==> src/swfd_pkg.sv <==
// Shared constants and types of the sync word frame deframer.
// No dependencies; the parser, result register and top level refer to it by scoped names.
package swfd_pkg;

  // Header byte pair: first byte, then second byte
  localparam logic [7:0] HDR_FIRST  = 8'hFF;
  localparam logic [7:0] HDR_SECOND = 8'hFE;

  // Reset value of the maximum length register
  localparam logic [15:0] MAX_LENGTH_RESET = 16'd4096;

  // Fixed part of the length field: two command bytes plus two sum bytes
  localparam logic [15:0] LEN_OVERHEAD = 16'd4;

  // Result kinds
  localparam logic KIND_PAYLOAD = 1'b0;
  localparam logic KIND_END     = 1'b1;

  // End of frame status codes
  localparam logic [1:0] STATUS_OK       = 2'd0;
  localparam logic [1:0] STATUS_BAD_SUM  = 2'd1;
  localparam logic [1:0] STATUS_TOO_LONG = 2'd2;

  typedef struct packed {
    logic        out_kind;
    logic [7:0]  payload_byte;
    logic [15:0] command;
    logic [1:0]  frame_status;
    logic [15:0] frame_length;
    logic        last_of_frame;
  } swfd_result_t;

endpackage

==> src/swfd_if.sv <==
// Channel interfaces: byte stream in, result words out, register write.
// Depends on nothing; widths follow the frame format.
interface swfd_byte_if;
  logic       valid;
  logic       ready;
  logic [7:0] in_byte;

  modport source (output valid, output in_byte, input ready);
  modport sink (input valid, input in_byte, output ready);
endinterface

interface swfd_result_if;
  logic        valid;
  logic        ready;
  logic        out_kind;
  logic [7:0]  payload_byte;
  logic [15:0] command;
  logic [1:0]  frame_status;
  logic [15:0] frame_length;
  logic        last_of_frame;

  modport source (output valid, output out_kind, output payload_byte, output command,
                  output frame_status, output frame_length, output last_of_frame,
                  input ready);
  modport sink (input valid, input out_kind, input payload_byte, input command,
                input frame_status, input frame_length, input last_of_frame,
                output ready);
endinterface

interface swfd_cfg_if;
  logic        valid;
  logic        ready;
  logic [15:0] max_length;

  modport source (output valid, output max_length, input ready);
  modport sink (input valid, input max_length, output ready);
endinterface

==> src/swfd_in_stage.sv <==
// Input register of the deframer: holds one received word until the
// parser takes it. Depends on swfd_byte_if.
module swfd_in_stage (
  input  logic       clk,
  input  logic       rst,
  swfd_byte_if.sink  stream,
  input  logic       space,
  output logic       step,
  output logic [7:0] held_byte
);

  logic full;

  // Advance when a word is held and the result side has room
  assign step         = full && space;
  assign stream.ready = !full || step;

  // Track occupancy
  always_ff @(posedge clk) begin
    if (rst) begin
      full <= 1'b0;
    end else if (stream.valid && stream.ready) begin
      full <= 1'b1;
    end else if (step) begin
      full <= 1'b0;
    end
  end

  // Capture the word
  always_ff @(posedge clk) begin
    if (stream.valid && stream.ready) begin
      held_byte <= stream.in_byte;
    end
  end

endmodule

==> src/swfd_parse.sv <==
// Frame parser: header hunt, length, command, payload and sum phases.
// Depends on swfd_pkg for header bytes, codes and the result type.
module swfd_parse (
  input  logic                 clk,
  input  logic                 rst,
  input  logic                 step,
  input  logic [7:0]           in_byte,
  input  logic [15:0]          max_length,
  output logic                 emit,
  output swfd_pkg::swfd_result_t result
);

  localparam logic [2:0] PH_HUNT    = 3'd0;
  localparam logic [2:0] PH_LENGTH  = 3'd1;
  localparam logic [2:0] PH_COMMAND = 3'd2;
  localparam logic [2:0] PH_PAYLOAD = 3'd3;
  localparam logic [2:0] PH_SUM     = 3'd4;

  logic [2:0]  phase,         phase_next;
  logic [7:0]  previous_byte, previous_byte_next;
  logic [15:0] field_count,   field_count_next;
  logic [15:0] length_value,  length_value_next;
  logic [15:0] payload_len,   payload_len_next;
  logic [15:0] command_value, command_value_next;
  logic [15:0] running_sum,   running_sum_next;
  logic [7:0]  sum_low_byte,  sum_low_byte_next;
  logic [15:0] count_inc;
  logic [15:0] got_sum;

  assign count_inc = field_count + 16'd1;
  assign got_sum   = {in_byte, sum_low_byte};

  // Work out the next state and the result of one word
  always_comb begin
    phase_next         = phase;
    previous_byte_next = previous_byte;
    field_count_next   = field_count;
    length_value_next  = length_value;
    payload_len_next   = payload_len;
    command_value_next = command_value;
    running_sum_next   = running_sum;
    sum_low_byte_next  = sum_low_byte;
    emit               = 1'b0;
    result             = '0;
    result.command     = command_value;
    result.frame_length = length_value;

    unique case (phase)
      PH_HUNT: begin
        if (previous_byte == swfd_pkg::HDR_FIRST && in_byte == swfd_pkg::HDR_SECOND) begin
          phase_next         = PH_LENGTH;
          field_count_next   = '0;
          length_value_next  = '0;
          command_value_next = '0;
          running_sum_next   = '0;
          sum_low_byte_next  = '0;
          previous_byte_next = '0;
        end else begin
          previous_byte_next = in_byte;
        end
      end

      PH_LENGTH: begin
        // Only the two low length bytes count
        if (field_count == 16'd0) begin
          length_value_next = {8'd0, in_byte};
        end else if (field_count == 16'd1) begin
          length_value_next = {in_byte, length_value[7:0]};
        end
        field_count_next = count_inc;
        if (field_count == 16'd3) begin
          payload_len_next = (length_value < swfd_pkg::LEN_OVERHEAD) ? 16'd0
                             : length_value - swfd_pkg::LEN_OVERHEAD;
          if (length_value > max_length) begin
            // Reject at once; no command read yet
            emit                 = 1'b1;
            result.out_kind      = swfd_pkg::KIND_END;
            result.command       = '0;
            result.frame_status  = swfd_pkg::STATUS_TOO_LONG;
            result.last_of_frame = 1'b1;
            phase_next           = PH_HUNT;
            previous_byte_next   = '0;
            field_count_next     = '0;
          end else begin
            phase_next       = PH_COMMAND;
            field_count_next = '0;
          end
        end
      end

      PH_COMMAND: begin
        if (field_count == 16'd0) begin
          command_value_next = {8'd0, in_byte};
          field_count_next   = 16'd1;
        end else begin
          command_value_next = {in_byte, command_value[7:0]};
          field_count_next   = '0;
          phase_next         = (payload_len == 16'd0) ? PH_SUM : PH_PAYLOAD;
        end
      end

      PH_PAYLOAD: begin
        running_sum_next = running_sum + {8'd0, in_byte};
        field_count_next = count_inc;
        if (count_inc >= payload_len) begin
          phase_next       = PH_SUM;
          field_count_next = '0;
        end
        emit                = 1'b1;
        result.out_kind     = swfd_pkg::KIND_PAYLOAD;
        result.payload_byte = in_byte;
      end

      PH_SUM: begin
        if (field_count == 16'd0) begin
          sum_low_byte_next = in_byte;
          field_count_next  = 16'd1;
        end else begin
          emit                 = 1'b1;
          result.out_kind      = swfd_pkg::KIND_END;
          result.frame_status  = (got_sum == running_sum) ? swfd_pkg::STATUS_OK
                                 : swfd_pkg::STATUS_BAD_SUM;
          result.last_of_frame = 1'b1;
          phase_next           = PH_HUNT;
          previous_byte_next   = '0;
          field_count_next     = '0;
        end
      end

      default: begin
        phase_next         = PH_HUNT;
        previous_byte_next = '0;
        field_count_next   = '0;
      end
    endcase
  end

  // Hold the parser state; advance one word per step
  always_ff @(posedge clk) begin
    if (rst) begin
      phase         <= PH_HUNT;
      previous_byte <= '0;
      field_count   <= '0;
      length_value  <= '0;
      payload_len   <= '0;
      command_value <= '0;
      running_sum   <= '0;
      sum_low_byte  <= '0;
    end else if (step) begin
      phase         <= phase_next;
      previous_byte <= previous_byte_next;
      field_count   <= field_count_next;
      length_value  <= length_value_next;
      payload_len   <= payload_len_next;
      command_value <= command_value_next;
      running_sum   <= running_sum_next;
      sum_low_byte  <= sum_low_byte_next;
    end
  end

endmodule

==> src/swfd_out_stage.sv <==
// Result register of the deframer: holds one result word for the sink.
// Depends on swfd_pkg for the result type and on swfd_result_if.
module swfd_out_stage (
  input  logic                   clk,
  input  logic                   rst,
  input  logic                   load,
  input  logic                   emit,
  input  swfd_pkg::swfd_result_t result_in,
  output logic                   space,
  swfd_result_if.source          result
);

  swfd_pkg::swfd_result_t held;

  // Room when empty or when the held word leaves this cycle
  assign space = !result.valid || result.ready;

  // Track occupancy
  always_ff @(posedge clk) begin
    if (rst) begin
      result.valid <= 1'b0;
    end else if (load) begin
      result.valid <= emit;
    end else if (result.ready) begin
      result.valid <= 1'b0;
    end
  end

  // Capture a new result word
  always_ff @(posedge clk) begin
    if (load && emit) begin
      held <= result_in;
    end
  end

  assign result.out_kind      = held.out_kind;
  assign result.payload_byte  = held.payload_byte;
  assign result.command       = held.command;
  assign result.frame_status  = held.frame_status;
  assign result.frame_length  = held.frame_length;
  assign result.last_of_frame = held.last_of_frame;

endmodule

==> src/sync_word_frame_deframer.sv <==
// Top level of the sync word frame deframer: input register, parser, result register.
// Depends on swfd_pkg, swfd_if, swfd_in_stage, swfd_parse and swfd_out_stage.
//
//   channel  direction  payload                               handshake
//   stream   in         in_byte                               valid/ready
//   result   out        kind, byte, command, status, length   valid/ready
//   cfg      in         max_length                            valid/ready (always ready)
//
// One word per cycle while the result sink does not stall: each word crosses the input
// register, the parser logic and the result register; its result is loaded into the
// result register when the parser steps on the word and is offered to the sink from then on.
// Synchronous reset returns to header hunt and sets max_length to 4096.
// A stalled result sink holds the result register; one more word can still be
// taken into the input register before stream ready drops.
module sync_word_frame_deframer (
  input  logic          clk,
  input  logic          rst,
  swfd_byte_if.sink     stream,
  swfd_result_if.source result,
  swfd_cfg_if.sink      cfg
);

  logic                   step;
  logic [7:0]             held_byte;
  logic                   space;
  logic                   emit;
  logic [15:0]            max_length;
  swfd_pkg::swfd_result_t parsed;

  // Maximum length register
  assign cfg.ready = 1'b1;

  always_ff @(posedge clk) begin
    if (rst) begin
      max_length <= swfd_pkg::MAX_LENGTH_RESET;
    end else if (cfg.valid) begin
      max_length <= cfg.max_length;
    end
  end

  swfd_in_stage u_in_stage (
    .clk       (clk),
    .rst       (rst),
    .stream    (stream),
    .space     (space),
    .step      (step),
    .held_byte (held_byte)
  );

  swfd_parse u_parse (
    .clk        (clk),
    .rst        (rst),
    .step       (step),
    .in_byte    (held_byte),
    .max_length (max_length),
    .emit       (emit),
    .result     (parsed)
  );

  swfd_out_stage u_out_stage (
    .clk       (clk),
    .rst       (rst),
    .load      (step),
    .emit      (emit),
    .result_in (parsed),
    .space     (space),
    .result    (result)
  );

endmodule
==> src/flat_wrapper.sv <==
// flat-port wrapper written by rule: the top's interface ports become plain ports
module sync_word_frame_deframer_flat 
  (clk, rst, stream_valid, stream_in_byte, stream_ready, result_valid, result_out_kind, result_payload_byte, result_command, result_frame_status, result_frame_length, result_last_of_frame, result_ready, cfg_valid, cfg_max_length, cfg_ready);
  swfd_byte_if stream_i ();
  swfd_result_if result_i ();
  swfd_cfg_if cfg_i ();
  input  logic clk;
  input  logic rst;
  input wire logic [$bits(stream_i.valid)-1:0] stream_valid;
  input wire logic [$bits(stream_i.in_byte)-1:0] stream_in_byte;
  output wire logic [$bits(stream_i.ready)-1:0] stream_ready;
  output wire logic [$bits(result_i.valid)-1:0] result_valid;
  output wire logic [$bits(result_i.out_kind)-1:0] result_out_kind;
  output wire logic [$bits(result_i.payload_byte)-1:0] result_payload_byte;
  output wire logic [$bits(result_i.command)-1:0] result_command;
  output wire logic [$bits(result_i.frame_status)-1:0] result_frame_status;
  output wire logic [$bits(result_i.frame_length)-1:0] result_frame_length;
  output wire logic [$bits(result_i.last_of_frame)-1:0] result_last_of_frame;
  input wire logic [$bits(result_i.ready)-1:0] result_ready;
  input wire logic [$bits(cfg_i.valid)-1:0] cfg_valid;
  input wire logic [$bits(cfg_i.max_length)-1:0] cfg_max_length;
  output wire logic [$bits(cfg_i.ready)-1:0] cfg_ready;
  assign stream_i.valid = stream_valid;
  assign stream_i.in_byte = stream_in_byte;
  assign stream_ready = stream_i.ready;
  assign result_valid = result_i.valid;
  assign result_out_kind = result_i.out_kind;
  assign result_payload_byte = result_i.payload_byte;
  assign result_command = result_i.command;
  assign result_frame_status = result_i.frame_status;
  assign result_frame_length = result_i.frame_length;
  assign result_last_of_frame = result_i.last_of_frame;
  assign result_i.ready = result_ready;
  assign cfg_i.valid = cfg_valid;
  assign cfg_i.max_length = cfg_max_length;
  assign cfg_ready = cfg_i.ready;
  sync_word_frame_deframer u_core (.clk(clk), .rst(rst), .stream(stream_i), .result(result_i), .cfg(cfg_i));
endmodule
==> config.mk <==
export PLATFORM = sky130hd
export DESIGN_NAME = sync_word_frame_deframer_flat
export DESIGN_NICKNAME = d
export VERILOG_FILES = /design/src/swfd_pkg.sv /design/src/swfd_if.sv /design/src/swfd_in_stage.sv /design/src/swfd_parse.sv /design/src/swfd_out_stage.sv /design/src/sync_word_frame_deframer.sv /design/src/flat_wrapper.sv
export SDC_FILE = /design/constraint.sdc
export NUM_CORES = 1
export LEC_CHECK = 0
export ABC_AREA = 1
export BUFFER_PORTS_ARGS = -buffer_cell sky130_fd_sc_hd__buf_2
export CAP_MARGIN = 20
export CORE_AREA = 3 3 143 145
export DETAILED_ROUTE_END_ITERATION = 8
export DIE_AREA = 0 0 146 148
export HOLD_SLACK_MARGIN = 0.08
export PLACE_DENSITY = 0.75
export SYNTH_ARGS = -nofsm -noshare
export SYNTH_HDL_FRONTEND = slang
export SYNTH_SLANG_ARGS = --single-unit
==> constraint.sdc <==
create_clock -name clk -period 2.85 [get_ports clk]
set_input_delay 0.285 -clock clk [delete_from_list [all_inputs] [get_ports clk]]
set_output_delay 0.285 -clock clk [all_outputs]
set_load 0.03 [all_outputs]
# Word-level counts from Yosys, hierarchy flattened

Index checks and enable logic that the tools add are counted.

Register bits: 168
Input port bits: 29
Word-level logic and storage cells: 117
Memories: 0
Output and inout bits: 47
Latch bits: 0
Bits in writable memories: 0
ROM bits: 0

Muxes and demuxes: 43
Add/subtract/negate cells: 3
Order comparisons: 3
Divide/modulo/power cells: 0
Shifts and indexed selects: 0
Eq/ne operators: 19
Reductions and logical operators: 29
Bitwise logic cells: 1
$mul: 0

Operators by type and width:

| operator                | count |
|---|---|
| $mux W16                | 8 |
| $pmux W16 S2            | 3 |
| $pmux W16 S4            | 1 |
| $mux W8                 | 6 |
| $mux W18                | 2 |
| $logic_not A16 Y1       | 2 |
| $pmux W8 S4             | 1 |
| $mux W3                 | 6 |
| $ne A2 B2 Y1 const B    | 9 |
| $add A16 B1 Y16 const B | 1 |
| $add A16 B8 Y16         | 1 |
| $eq A16 B1 Y1 const B   | 1 |
| $eq A16 B16 Y1          | 1 |
| $eq A16 B2 Y1 const B   | 1 |
| $eq A8 B8 Y1 const B    | 2 |
| $ge A16 B16 Y1          | 1 |
| $gt A16 B16 Y1          | 1 |
| $lt A16 B3 Y1 const B   | 1 |
| $pmux W8 S2             | 1 |
| $reduce_and A4 Y1       | 4 |
| $sub A16 B3 Y16 const B | 1 |
| $pmux W3 S5             | 1 |
| $reduce_bool A2 Y1      | 6 |
| $mux W1                 | 10 |
| 18 further kinds        | 27 |

# Logic depth before layout (Yosys ltp)

Depth in word-level cells: 6
Gate-level depth with buffers: 19
Mapped depth without buffers: 19

# Cells and area by module

From an unflattened synthesis, not the netlist that was laid out.

Cell total of the unflattened synthesis: 1153
Area total of the unflattened synthesis: 8883.5 um^2

By module, submodules not included:

| module                   | area an instance (um^2) | times used | cells an instance | seq. area each (um^2) |
|---|---|---|---|---|
| swfd_parse               | 6536.3                  | 1          | 983               | 1981.9 |
| swfd_out_stage           | 1372.6                  | 1          | 52                | 1341.3 |
| sync_word_frame_deframer | 679.4                   | 1          | 102               | 320.3 |
| swfd_in_stage            | 295.3                   | 1          | 16                | 260.2 |

# Worst setup path before layout

OpenSTA, ideal clock, no wires.

Path type: reg2reg
From: register u_core.u_parse.field_count[0]
To: register u_core.u_parse.field_count[11]
Cell stages (with the launch flop): 18
Library setup time: 70 ps
Buffers on the path: 1
Arrival: 2601 ps
Data required time: 2780 ps
Slack: 179 ps
Clock period less this slack: 2671 ps
Cells stage by stage: dfxtp_1 > ha_1 > nand3_1 > nor2_1 > nand3_1 > nor3_1 > xor2_1 > ha_1 > nand2_1 > inv_1 > o21ai_0 > nand3_1 > nor2_1 > nand2_1 > nand2_1 > buf_4 > nand3_1 > a21oi_1

Word-level cells in the longest chain between the ends: 4
Elaborated cells on any way between the ends: 6
Classes of those cells: 1 x add/sub; 1 x order compare; 1 x eq/ne; 3 x mux

RTL lines:

| what                   | RTL line          | RTL |
|---|---|---|
| from (decl)            | swfd_parse.sv:21  | `logic [15:0] field_count, field_count_next;` |
| from (signal assigned) | swfd_parse.sv:152 | `field_count <= field_count_next;` |
| $add A16 B1 Y16        | swfd_parse.sv:30  | `assign count_inc = field_count + 16'd1;` |
| $ge A16 B16 Y1         | swfd_parse.sv:105 | `if (count_inc >= payload_len) begin` |
| $mux W16               | swfd_parse.sv:105 |  |
| $pmux W16 S4 (*)       | swfd_parse.sv:48  | `unique case (phase)` |

Mark *: on every way between the ends. The rest lies on a longest branch, timed or not.
A chain may end at the register's enable or synchronous reset.

# Worst setup path after layout

From: register u_core.u_parse.field_count[2]
To: register u_core.u_parse.field_count[6]

Same word-level chain as after synthesis.

==> run metrics <==
Post-DRT Antenna Nets=0; hold wc startpoint=cfg_max_length[0]; data required time of the critical path=3200 ps; CTS clock-pin slew for the worst setup and hold paths=70 ps; Synth Area in Simple Gates=0.251; diode count=0; Nets=about 1.3k; mux cell area share after synthesis=0; Worst R2R Path Depth=16; post-synthesis cell area=approximately 8600 um^2; max capacitance violation total=0; CP max-delay cell=dfxtp_4; Die W=approximately 150 um; vias in the first global route=7078; worst-path cell chain=nand3_2, nor2_2, nand4_1, buf_4, nor2_1, xor2_1, ha_1, a21o_1, nand3_1, a21oi_1, nor2_1, nand2_2, nand2_2, buf_12, nand3_1, a21oi_2; Max Slew Vio Count=0; Layout area overhead=17.4%; Initial Util=0.445; detailed-route wire length per cell=14.0 um; critical path arrival=3050 ps; Yosys top cell area share=0.272; max incr delay on CP=380 ps; CTS Buf Count=17; Worst setup SP type=flop; via count=between 7k and 8k; CP max FO=16; adder-cell area share of the yosys netlist=0.0663; register bit total from synthesis=168; Synth Net Count=1166; Die H=148 um; CP Capture Type=flop; final period utilization=0.948; syn_area_per_cell=between 7 and 8 um^2; Synth Area in XOR/XNOR=0.0336; Core Box Area=19300 um^2; Top Ports=76; Cell Pwr Density=514 nW/um^2; post-synthesis sequential area ratio=0.450; final setup violating endpoints=0; Starting DRT DRC Count=530; port bufs=74; die area=between 20000 and 25000 um^2; initial antenna violation count=0; Compound-Gate Fraction of Synth Area=0.112; DP Wirelength=14.4 mm; reg2reg start=u_core.u_parse.field_count[2]; CTS Root Cell=clkbuf_16; first-pass GRT wire length=34.4 mm; CTS tree=built; buffer depth of the longest clock path=2; Post-Syn Instances=1092; Fin Hold WS=107 ps; DRC violations left=0; layout cells sized above 1=0.160; Hold EP=u_core.max_length[0]; Worst Tran Pin Value=926 ps; top area cells in the synthesized netlist=dfxtp_1 (27%), edfxtp_1 (18%), nand2_1 (11%), a21oi_1 (7.2%), ha_1 (6.4%); Post-Route WL=20.5 mm; Worst slew margin=0.383; FP Rows=51; worst hold path class=in -> reg; clk sinks=approximately 170; grt ovf=0; reg2reg end=u_core.u_parse.field_count[6]; Clk Latency, worst-skew pair=430 ps; Setup CP Type=reg -> reg; register-to-register setup slack=~150 ps; Final WS setup=149 ps; status=finished clean; GP Congestion=0.879; largest family of logic cells by synthesized area=simple AND/OR/NAND/NOR gates; Place WS=19.9 ps; peak supply drop=0.000415 V; drt first pass iters=5; post-synth top area cell=dfxtp_1; FMAX=370 MHz; Final min period=2700 ps; hold path depth=3; pin count of the biggest net entering global routing=87; Lkg Pwr=0.00438 uW; vias per cell=5.09; Final Hold Viols=0; GRT Overall Usage=0.194; synth unique cells=43; H-tree depth=4; Yosys warnings=0; Clock Skew=10.5 ps
[stage by stage]
step / setup TNS, ps / std cells / util / area [um^2] / total power (uW)
finish: 0 / 1464 / 0.523 / 10100 / 5190
global route: -604 / 1464 / 0.523 / 10100 / 5370
CTS: 0 / 1458 / 0.518 / 10000 / 5230
detailed placement: 0 / 1417 / 0.481 / 9290 / 2780
global placement: 0 / 1417 / 0.481 / 9290 / 2780
floorplan: 0 / 1092 / - / 8610 / 2710
[where the power goes]
group	internal, uW	switching [uW]	total [uW]
clock network	1420	1030	2450
registers	2480	25.3	2510
logic	83.5	150	234
total	3980	1210	5190
[cell usage after synthesis]
library cell	n
a21o_1	2
o21ai_2	1
o22ai_1	8
nor4_1	5
nor2_1	95
o21ai_0	34
nor2_4	4
nor3_1	6
nand3_2	3
a22oi_1	1
or2_4	2
a21oi_4	3
conb_1	1
nor3b_1	1
ha_1	44
dfxtp_1	117
inv_1	141
o211ai_1	1
buf_6	4
nand2_1	252
nand3_1	75
o2111ai_1	1
nor2_2	8
clkbuf_1	17
fa_1	1
buf_2	5
nand3b_1	1
buf_4	8
edfxtp_1	51
inv_2	7
xor2_1	15
or2_2	3
nand2_4	1
o21ai_4	1
nor2_8	1
xnor2_1	18
nand2_2	8
o21bai_1	1
nand4_1	17
a21oi_1	123
a21boi_0	1
or3_1	1
nor3_4	3
[worst max-delay path, delay by kind of cell (launching register included)]
| family | cells | cell delay (ps) |
|---|---|---|
| AO/OA/AOI/OAI | 3 | 420 |
| adder cells (fa/ha/maj) | 1 | 280 |
| AND/OR/NAND/NOR | 9 | 1010 |
| buffers and inverters | 2 | 340 |
| XOR/XNOR | 1 | 220 |
| flip-flops | 1 | 380 |
[final cells by class]
| cell class | count | area [um^2] |
|---|---|---|
| inverter | 148 | 556 |
| tap | 265 | 332 |
| fill | 1776 | 9230 |
| timing repair buffer | 109 | 681 |
| sequential | 168 | 3880 |
| clock buffer | 17 | 425 |
| multi-input combinational | 742 | 4030 |
| clock inverter | 15 | 206 |
[state kept, by name (all words and copies together), names as in the netlist]
signal	flops
u_core.u_out_stage.result.frame_status	2
u_core.u_out_stage.result.frame_length	16
u_core.u_parse.field_count	16
u_core.u_parse.running_sum	16
u_core.u_out_stage.result.payload_byte	8
u_core.u_in_stage.full	1
u_core.u_parse.payload_len	16
u_core.u_parse.previous_byte	8
u_core.u_out_stage.result.valid	1
u_core.u_parse.phase	3
u_core.u_parse.sum_low_byte	8
u_core.u_parse.command_value	16
u_core.u_parse.length_value	16
u_core.u_out_stage.result.command	16
u_core.max_length	16
u_core.u_out_stage.result.last_of_frame	1
u_core.u_in_stage.held_byte	8
[logic make-up (layout without fill, tap and decap cells)]
| kind of cell | count (synthesis) | count (layout) |
|---|---|---|
| other cells | 1 | 1 |
| xor+xnor | 33 | 33 |
| compound gates | 177 | 177 |
| flops | 168 | 168 |
| buf+inv | 182 | 289 |
| fa+ha+maj | 45 | 45 |
| simple gates | 486 | 486 |
[per-layer routing]
metal	track usage	wire (um)
met1	0.249	9110
met5	0	0
met2	0.323	9740
met4	0.0701	507
met3	0.0441	1180
[placed cells by master, fill, tap and decap left out, types with 4 or more instances in the layout]
cell type / count
a21oi_1: 122
buf_2: 74
buf_4: 24
clkbuf_16: 17
dfxtp_1: 113
dlygate4sd3_1: 9
edfxtp_1: 51
ha_1: 44
inv_1: 141
inv_2: 7
inv_6: 6
nand2_1: 250
nand2_2: 10
nand3_1: 73
nand3_2: 5
nand4_1: 17
nor2_1: 92
nor2_2: 11
nor2_4: 4
nor3_1: 4
nor4_1: 5
o21ai_0: 33
o22ai_1: 8
xnor2_1: 17
xor2_1: 15
[worst max path at each step]
stage	from	endpoint	slack (ps)
after floorplan	u_core.u_parse.field_count[0]	u_core.u_parse.field_count[11]	180
after global placement	u_core.u_parse.field_count[1]	u_core.u_parse.field_count[15]	150
after detailed placement	u_core.u_parse.field_count[2]	u_core.u_parse.field_count[7]	20
after CTS	u_core.u_parse.field_count[1]	u_core.u_parse.field_count[6]	20
after global routing	u_core.u_parse.field_count[2]	u_core.u_parse.field_count[6]	-70
final	u_core.u_parse.field_count[2]	u_core.u_parse.field_count[6]	150
[what timing repair did]
action	4_1_cts	5_1_grt
endpoints found under the setup margin	14	19
pin swaps	1	8
setup buffers	0	6
gates cloned	0	0
hold buffers	9	0
resized for setup	1	16
endpoints found under the hold margin	9	0
No activity file was read; power rests on OpenSTA's default activity.
